<file path="src/hdl/s256_pkg.sv">
// Package with the shared types, constants and round functions of the SHA-256 hash unit.
`default_nettype none
package s256_pkg;

  localparam logic [7:0] PAD_MARK      = 8'h80;
  localparam logic [5:0] LENGTH_OFFSET = 6'd56;
  localparam logic [5:0] LAST_SLOT     = 6'd63;
  localparam logic [2:0] LAST_WORD     = 3'd7;
  localparam logic       CMD_ABSORB    = 1'b0;
  localparam logic       CMD_FINISH    = 1'b1;

  typedef enum logic [2:0] {
    ST_IDLE,
    ST_PAD,
    ST_ROUND,
    ST_UPDATE,
    ST_OUT
  } state_t;

  typedef struct packed {
    logic       push;
    logic [7:0] push_byte;
    logic       load;
    logic       round;
    logic [5:0] rnd;
    logic       update;
    logic       init;
  } ctl_t;

  localparam logic [31:0] ROUND_K [64] = '{
    32'h428a2f98, 32'h71374491, 32'hb5c0fbcf, 32'he9b5dba5,
    32'h3956c25b, 32'h59f111f1, 32'h923f82a4, 32'hab1c5ed5,
    32'hd807aa98, 32'h12835b01, 32'h243185be, 32'h550c7dc3,
    32'h72be5d74, 32'h80deb1fe, 32'h9bdc06a7, 32'hc19bf174,
    32'he49b69c1, 32'hefbe4786, 32'h0fc19dc6, 32'h240ca1cc,
    32'h2de92c6f, 32'h4a7484aa, 32'h5cb0a9dc, 32'h76f988da,
    32'h983e5152, 32'ha831c66d, 32'hb00327c8, 32'hbf597fc7,
    32'hc6e00bf3, 32'hd5a79147, 32'h06ca6351, 32'h14292967,
    32'h27b70a85, 32'h2e1b2138, 32'h4d2c6dfc, 32'h53380d13,
    32'h650a7354, 32'h766a0abb, 32'h81c2c92e, 32'h92722c85,
    32'ha2bfe8a1, 32'ha81a664b, 32'hc24b8b70, 32'hc76c51a3,
    32'hd192e819, 32'hd6990624, 32'hf40e3585, 32'h106aa070,
    32'h19a4c116, 32'h1e376c08, 32'h2748774c, 32'h34b0bcb5,
    32'h391c0cb3, 32'h4ed8aa4a, 32'h5b9cca4f, 32'h682e6ff3,
    32'h748f82ee, 32'h78a5636f, 32'h84c87814, 32'h8cc70208,
    32'h90befffa, 32'ha4506ceb, 32'hbef9a3f7, 32'hc67178f2
  };

  localparam logic [31:0] INIT_H [8] = '{
    32'h6a09e667, 32'hbb67ae85, 32'h3c6ef372, 32'ha54ff53a,
    32'h510e527f, 32'h9b05688c, 32'h1f83d9ab, 32'h5be0cd19
  };

  function automatic logic [31:0] big_sig0(input logic [31:0] x);
    return {x[1:0], x[31:2]} ^ {x[12:0], x[31:13]} ^ {x[21:0], x[31:22]};
  endfunction

  function automatic logic [31:0] big_sig1(input logic [31:0] x);
    return {x[5:0], x[31:6]} ^ {x[10:0], x[31:11]} ^ {x[24:0], x[31:25]};
  endfunction

  function automatic logic [31:0] small_sig0(input logic [31:0] x);
    return {x[6:0], x[31:7]} ^ {x[17:0], x[31:18]} ^ {3'b000, x[31:3]};
  endfunction

  function automatic logic [31:0] small_sig1(input logic [31:0] x);
    return {x[16:0], x[31:17]} ^ {x[18:0], x[31:19]} ^ {10'b0, x[31:10]};
  endfunction

endpackage
`default_nettype wire

</file>
<file path="src/hdl/s256_sched.sv">
// Block buffer and message schedule as one 16-word shift line.
`default_nettype none
module s256_sched (
  input  wire logic          clk,
  input  wire s256_pkg::ctl_t ctl,
  output logic [31:0]        w_cur
);
  import s256_pkg::*;

  logic [511:0] line_r;
  logic [511:0] line_nxt;
  logic [31:0]  w_new;

  assign w_cur = line_r[511:480];
  assign w_new = line_r[511:480] + small_sig0(line_r[479:448]) +
                 line_r[223:192] + small_sig1(line_r[63:32]);

  always_comb begin
    line_nxt = line_r;
    if (ctl.push) begin
      line_nxt = {line_r[503:0], ctl.push_byte};
    end else if (ctl.round) begin
      line_nxt = {line_r[479:0], w_new};
    end
  end

  always_ff @(posedge clk) begin
    line_r <= line_nxt;
  end

endmodule
`default_nettype wire

</file>
<file path="src/hdl/s256_core.sv">
// Round datapath with the working variables and the chaining words.
`default_nettype none
module s256_core (
  input  wire logic           clk,
  input  wire logic           rst_n,
  input  wire s256_pkg::ctl_t ctl,
  input  wire logic [31:0]    w_cur,
  input  wire logic [2:0]     word_sel,
  output logic [31:0]         chain_word
);
  import s256_pkg::*;

  logic [31:0] v_r     [8];
  logic [31:0] chain_r [8];
  logic [31:0] t1;
  logic [31:0] t2;

  assign t1 = v_r[7] + big_sig1(v_r[4]) + ((v_r[4] & v_r[5]) ^ (~v_r[4] & v_r[6])) +
              ROUND_K[ctl.rnd] + w_cur;
  assign t2 = big_sig0(v_r[0]) +
              ((v_r[0] & v_r[1]) ^ (v_r[0] & v_r[2]) ^ (v_r[1] & v_r[2]));
  assign chain_word = chain_r[word_sel];

  always_ff @(posedge clk) begin
    if (ctl.load) begin
      for (int i = 0; i < 8; i++) begin
        v_r[i] <= chain_r[i];
      end
    end else if (ctl.round) begin
      v_r[7] <= v_r[6];
      v_r[6] <= v_r[5];
      v_r[5] <= v_r[4];
      v_r[4] <= v_r[3] + t1;
      v_r[3] <= v_r[2];
      v_r[2] <= v_r[1];
      v_r[1] <= v_r[0];
      v_r[0] <= t1 + t2;
    end
  end

  always_ff @(posedge clk) begin
    if (!rst_n || ctl.init) begin
      for (int i = 0; i < 8; i++) begin
        chain_r[i] <= INIT_H[i];
      end
    end else if (ctl.update) begin
      for (int i = 0; i < 8; i++) begin
        chain_r[i] <= chain_r[i] + v_r[i];
      end
    end
  end

endmodule
`default_nettype wire

</file>
<file path="src/hdl/sha256_stream_hash_unit.sv">
// Top level of the SHA-256 stream hash unit with its sequencer.
// An absorb transaction pushes one byte; the byte that fills a block starts a compression
// (64 rounds of the shared round unit and one chaining update).
// A finish transaction pushes one padding byte per cycle, runs one or two compressions
// and then presents the eight digest words, one per cycle while the sink is ready.
// Reset loads the initial hash values and clears the fill and bit counts.
`default_nettype none
module sha256_stream_hash_unit (
  input  wire logic        clk,
  input  wire logic        rst_n,
  input  wire logic        in_tvalid,
  output logic             in_tready,
  input  wire logic [7:0]  in_tdata,   // data_byte
  input  wire logic        in_tuser,   // cmd
  output logic             out_tvalid,
  input  wire logic        out_tready,
  output logic [39:0]      out_tdata,  // digest_word, word_index, zero fill
  output logic             out_tlast   // last_word
);
  import s256_pkg::*;

  state_t      state_r, state_nxt;
  logic [5:0]  fill_r, fill_nxt;
  logic [63:0] bitlen_r, bitlen_nxt;
  logic [63:0] len_r, len_nxt;
  logic        fin_r, fin_nxt;
  logic        mark_r, mark_nxt;
  logic        lenph_r, lenph_nxt;
  logic [5:0]  rnd_r, rnd_nxt;
  logic [2:0]  oidx_r, oidx_nxt;

  ctl_t        ctl;
  logic [31:0] w_cur;
  logic [31:0] chain_word;
  logic        in_acc;
  logic        out_acc;
  logic        len_now;
  logic [5:0]  len_sh;
  logic [7:0]  pad_byte;

  assign in_acc  = in_tvalid && in_tready;
  assign out_acc = out_tvalid && out_tready;
  assign len_now = mark_r && (lenph_r || fill_r == LENGTH_OFFSET);
  assign len_sh  = {3'd7 - fill_r[2:0], 3'b000};
  assign pad_byte = !mark_r ? PAD_MARK : (len_now ? 8'(len_r >> len_sh) : 8'h00);

  always_comb begin
    state_nxt = state_r;
    case (state_r)
      ST_IDLE: begin
        if (in_acc) begin
          if (in_tuser == CMD_FINISH) begin
            state_nxt = ST_PAD;
          end else if (fill_r == LAST_SLOT) begin
            state_nxt = ST_ROUND;
          end
        end
      end
      ST_PAD: begin
        if (fill_r == LAST_SLOT) begin
          state_nxt = ST_ROUND;
        end
      end
      ST_ROUND: begin
        if (rnd_r == LAST_SLOT) begin
          state_nxt = ST_UPDATE;
        end
      end
      ST_UPDATE: begin
        if (!fin_r) begin
          state_nxt = ST_IDLE;
        end else if (lenph_r) begin
          state_nxt = ST_OUT;
        end else begin
          state_nxt = ST_PAD;
        end
      end
      ST_OUT: begin
        if (out_acc && oidx_r == LAST_WORD) begin
          state_nxt = ST_IDLE;
        end
      end
      default: state_nxt = ST_IDLE;
    endcase
  end

  always_comb begin
    ctl        = '0;
    ctl.rnd    = rnd_r;
    in_tready  = 1'b0;
    out_tvalid = 1'b0;
    fill_nxt   = fill_r;
    bitlen_nxt = bitlen_r;
    len_nxt    = len_r;
    fin_nxt    = fin_r;
    mark_nxt   = mark_r;
    lenph_nxt  = lenph_r;
    rnd_nxt    = rnd_r;
    oidx_nxt   = oidx_r;
    case (state_r)
      ST_IDLE: begin
        in_tready = 1'b1;
        if (in_acc) begin
          if (in_tuser == CMD_FINISH) begin
            len_nxt = bitlen_r;
            fin_nxt = 1'b1;
          end else begin
            ctl.push      = 1'b1;
            ctl.push_byte = in_tdata;
            ctl.load      = (fill_r == LAST_SLOT);
            fill_nxt      = fill_r + 6'd1;
            bitlen_nxt    = bitlen_r + 64'd8;
            rnd_nxt       = '0;
          end
        end
      end
      ST_PAD: begin
        ctl.push      = 1'b1;
        ctl.push_byte = pad_byte;
        ctl.load      = (fill_r == LAST_SLOT);
        fill_nxt      = fill_r + 6'd1;
        mark_nxt      = 1'b1;
        lenph_nxt     = lenph_r || len_now;
        rnd_nxt       = '0;
      end
      ST_ROUND: begin
        ctl.round = 1'b1;
        rnd_nxt   = rnd_r + 6'd1;
      end
      ST_UPDATE: begin
        ctl.update = 1'b1;
      end
      ST_OUT: begin
        out_tvalid = 1'b1;
        if (out_acc) begin
          oidx_nxt = oidx_r + 3'd1;
          if (oidx_r == LAST_WORD) begin
            ctl.init   = 1'b1;
            bitlen_nxt = '0;
            fin_nxt    = 1'b0;
            mark_nxt   = 1'b0;
            lenph_nxt  = 1'b0;
          end
        end
      end
      default: ;
    endcase
  end

  assign out_tdata = {5'b00000, oidx_r, chain_word};
  assign out_tlast = (oidx_r == LAST_WORD);

  always_ff @(posedge clk) begin
    if (!rst_n) begin
      state_r  <= ST_IDLE;
      fill_r   <= '0;
      bitlen_r <= '0;
      fin_r    <= 1'b0;
      mark_r   <= 1'b0;
      lenph_r  <= 1'b0;
      rnd_r    <= '0;
      oidx_r   <= '0;
    end else begin
      state_r  <= state_nxt;
      fill_r   <= fill_nxt;
      bitlen_r <= bitlen_nxt;
      fin_r    <= fin_nxt;
      mark_r   <= mark_nxt;
      lenph_r  <= lenph_nxt;
      rnd_r    <= rnd_nxt;
      oidx_r   <= oidx_nxt;
    end
  end

  always_ff @(posedge clk) begin
    len_r <= len_nxt;
  end

  s256_sched u_sched (
    .clk   (clk),
    .ctl   (ctl),
    .w_cur (w_cur)
  );

  s256_core u_core (
    .clk        (clk),
    .rst_n      (rst_n),
    .ctl        (ctl),
    .w_cur      (w_cur),
    .word_sel   (oidx_r),
    .chain_word (chain_word)
  );

  a_out_blocks_in: assert property (@(posedge clk) disable iff (!rst_n)
    out_tvalid |-> !in_tready)
    else $error("input accepted while a digest word is pending");

  a_digest_resets: assert property (@(posedge clk) disable iff (!rst_n)
    (out_tvalid && out_tready && out_tlast) |=> (in_tready && fill_r == 6'd0 &&
                                                 bitlen_r == 64'd0))
    else $error("state not returned to initial after the last digest word");

  a_rounds_end: assert property (@(posedge clk) disable iff (!rst_n)
    (state_r == ST_ROUND && rnd_r == LAST_SLOT) |=> (state_r == ST_UPDATE && rnd_r == 6'd0))
    else $error("compression did not end after the last round");

endmodule
`default_nettype wire

</file>
<file path="config.mk">
export PLATFORM = sky130hd
export DESIGN_NAME = sha256_stream_hash_unit
export DESIGN_NICKNAME = d
export VERILOG_FILES = /design/src/hdl/s256_pkg.sv /design/src/hdl/s256_sched.sv /design/src/hdl/s256_core.sv /design/src/hdl/sha256_stream_hash_unit.sv
export SDC_FILE = /design/constraint.sdc
export NUM_CORES = 2
export LEC_CHECK = 0
export BUFFER_PORTS_ARGS = -buffer_cell sky130_fd_sc_hd__buf_2
export CORE_ASPECT_RATIO = 0.6
export CORE_MARGIN = 2
export CORE_UTILIZATION = 37
export DETAILED_ROUTE_END_ITERATION = 6
export SETUP_SLACK_MARGIN = 0.5
export SYNTH_ARGS = -nofsm -noshare
export SYNTH_HDL_FRONTEND = slang
export SYNTH_SLANG_ARGS = --single-unit
</file>
<file path="constraint.sdc">
create_clock -name clk -period 57.9 [get_ports clk]
set_clock_uncertainty 0.15 [all_clocks]
set_input_delay 11.58 -clock clk [delete_from_list [all_inputs] [get_ports clk]]
set_output_delay 11.58 -clock clk [all_outputs]
set_load 0.02 [all_outputs]
</file>
==> flow_summary.yaml <==
run_status:
  outcome: "complete, no violations"
timing:
  fin_ws_ns: 42.57
  fin_crit_ns: 15.33
  setup_viol: 0
  finalSetupTns_ns: 0
  relSlewSlack_pct: 7.66
  drv_slew: 0
  post-route-period-util_pct: 26.5
  hold_viol: 0
  worstMarginPinSlew_ns: 1.35
  rsz0062_at_grt: "no"
  timing.fmax_ghz: 0.0653
yosys:
  synthArstFlopShare_pct: 0
  synth.distinct_cells: 101
  synthCells: 7987
  synth_area_mm2: 0.0769
  synth-seq-area-share_pct: 44.6
  synth_edf_count: 1085
  yosysWarnings: 0
  ys.flop_type: "edfxtp_1"
  ys_ff_latch: 1170
  syn_avg_cell_area_um2: 9.63
final_layout:
  layout_common_cells: "nand2_1 (2379), edfxtp_1 (1085), ha_1 (398)"
  final_cells: 10700
  area_delta_synth_final_pct: 8.84
  layout.nets: 8416
  fin_area_mm2: 0.0837
  drive_above_1_share_pct: 6.59
  final_common_cell: "nand2_1"
  antennaDiodeCount: 0
clock_tree:
  cts_hold_buf: 0
  clk_latency_ns: 0.80
  cts_resized: 0
  clk_pin_slew_ns: 0.06
  cts.htree.levels: 3
  cts_sinks: 1170
  clockBufferDepth: 3
  cts-buffers-inserted: 118
  clockRootBuffer: "clkbuf_16"
  post_cts_buffers: 0
  cts_tree: "yes"
critical_path:
  path_cells: "buf_2 > nor2b_1 > o21ai_4 > buf_4 > buf_4 > buf_4 > buf_4 > nand2_1 > nand2_1"
  cp-end-kind: "flip-flop"
  worstSetupPathType: "in2reg"
  cpMostUsedCell: "buf_4"
  crit_path_start_kind: "input pin"
  max_stage_delay_ns: 0.81
  critPathSlowestCell: "buf_4"
  crit_arrival_ns: 15.75
  worstPathRequired_ns: 58.32
  worstPathMaxFanout: 93
place:
  place_inst: 10400
  post-place-ws_ns: 41.86
  dp_hpwl_mm: 187
  gp_congestion: 0.999
  portBuffers: 50
  placed_cell_area_mm2: 0.0798
routing:
  wl_mm: 252
  num_vias: 59600
  drt_iter0_markers: 8073
  route.detailed.drc: 0
  final_antenna_net_count: 0
  drtPass1Iterations: 6
  drt-vias-per-instance: 5.59
  wl_per_cell_um: 23.6
die:
  die_area_mm2: 0.212
  boundaryPins: 56
  core_mm2: 0.206
  initial_core_util_pct: 37.3
  row_count: 129
  chipWidth_um: 593
  die_y_um: 357
global_routing:
  grt-ovfl-total: 0
  grt_pass1_wl_mm: 368
  antenna_found_initial: 6
  grt_max_degree: 219
  grt_usage_pct: 23.3
  first_global_vias: 54400
run:
  maxCapViolCount: 0
power:
  p_comb_share_pct: 39.3
  p_int_mw: 1.93
  switching_power_mw: 1.19
  pwr-share-clk_pct: 25.7
  max-vdd-ir-drop_uv: 37.9
  p_leak_nw: 33.0
  netSwitchingFraction_pct: 38.1
  p_per_area_mw_per_mm2: 37.3
  seqPwrFrac_pct: 35.0
worst_hold_path:
  hp-class: "reg2reg"
worst max-delay path, delay by kind of cell:
kind            cells  cell delay [ns]
simple gates        3             0.45
compound gates      1             0.27
buf+inv             5             3.24
cell families after synthesis:
kind of cell	after synthesis	synth area share, %
AND/OR/NAND/NOR	3344	18.1
multiplexers	178	3.76
adder cells (fa/ha/maj)	616	11.8
AO/OA/AOI/OAI	1367	11.4
buffers and inverters	715	3.52
XOR/XNOR	596	6.82
other	1	0.00487
flip-flops	1170	44.6
area by class of cell:
| type | count | area [µm²] |
|---|---|---|
| tap | 2751 | 3440 |
| fill | 19900 | 123000 |
| clock inverter | 73 | 830 |
| sequential | 1170 | 34300 |
| inverter | 279 | 1050 |
| timing repair buffer | 135 | 963 |
| clock buffer | 148 | 3110 |
| multi-input combinational | 6106 | 40000 |
per-layer routing:
layer  vias to the layer above  global-route usage, %  routed length [µm]  part of all wire, %
li1                      27400                      -                   -                    -
met1                     29300                   39.0              128000                   51
met2                      2715                   27.8               88900                   35
met3                       194                   7.74               31900                   13
met4                         4                   3.31                3000                  1.2
met5                         -                  0.573                 185                0.074
final timing paths:
path                start                  end  cells after the start  slack (ns)
max             in_tvalid  u_sched.line_r[371]                      9       42.57
min          bitlen_r[63]            len_r[63]                      0        0.30
max reg2reg      rnd_r[1]    u_core.v_r[0][30]                     39       46.27
min reg2reg  bitlen_r[63]            len_r[63]                      0        0.30
per-stage QoR:
step,utilization [%],power (mW),hold WS (ns)
finish,40.6,3.12,0.304
global route,40.6,3.29,0.330
CTS,40.6,3.11,0.310
detailed placement,38.7,2.30,0.294
global placement,38.7,2.29,0.291
floorplan,-,1.96,0.278
sequential cells by signal, indices dropped and copies added (netlist names), named ones only:
name,count
mark_r,1
lenph_r,1
oidx_r,3
fill_r,6
u_core.chain_r,256
u_core.v_r,256
bitlen_r,61
u_sched.line_r,512
fin_r,1
rnd_r,6
state_r,3
len_r,61
power by group through the flow:
stage | Combinational [mW] | Clock (mW) | Sequential, mW
after floorplan | 0.876 | 0 | 1.08
after global placement | 1.18 | 0 | 1.11
after detailed placement | 1.19 | 0 | 1.11
after CTS | 1.20 | 0.815 | 1.09
after global routing | 1.35 | 0.847 | 1.10
final | 1.23 | 0.803 | 1.09
cell usage after synthesis (23+ instances only):
library cell / n / area (µm²)
xor2_1: 209 / 1830
mux2_2: 61 / 687
dfxtp_1: 85 / 1700
inv_1: 275 / 1030
nand2_1: 2382 / 8940
nand4_1: 36 / 225
xnor2_1: 385 / 3370
or3_1: 40 / 250
fa_1: 195 / 3900
a211oi_1: 55 / 413
maj3_1: 23 / 230
o211ai_1: 39 / 293
o31ai_1: 29 / 218
a21o_1: 178 / 1340
nand2b_1: 67 / 419
a21oi_1: 338 / 1690
nor3_1: 89 / 445
and3_1: 59 / 369
ha_1: 398 / 4980
nor2_1: 387 / 1450
o21a_1: 73 / 548
o21ai_0: 357 / 1790
clkbuf_1: 386 / 1450
buf_1: 43 / 161
mux4_2: 83 / 1870
o21bai_1: 38 / 285
mux2i_1: 34 / 340
nand3_1: 114 / 571
nor2b_1: 58 / 363
a31oi_1: 60 / 375
edfxtp_1: 1085 / 32600
Power figures use the tool's default switching activity.
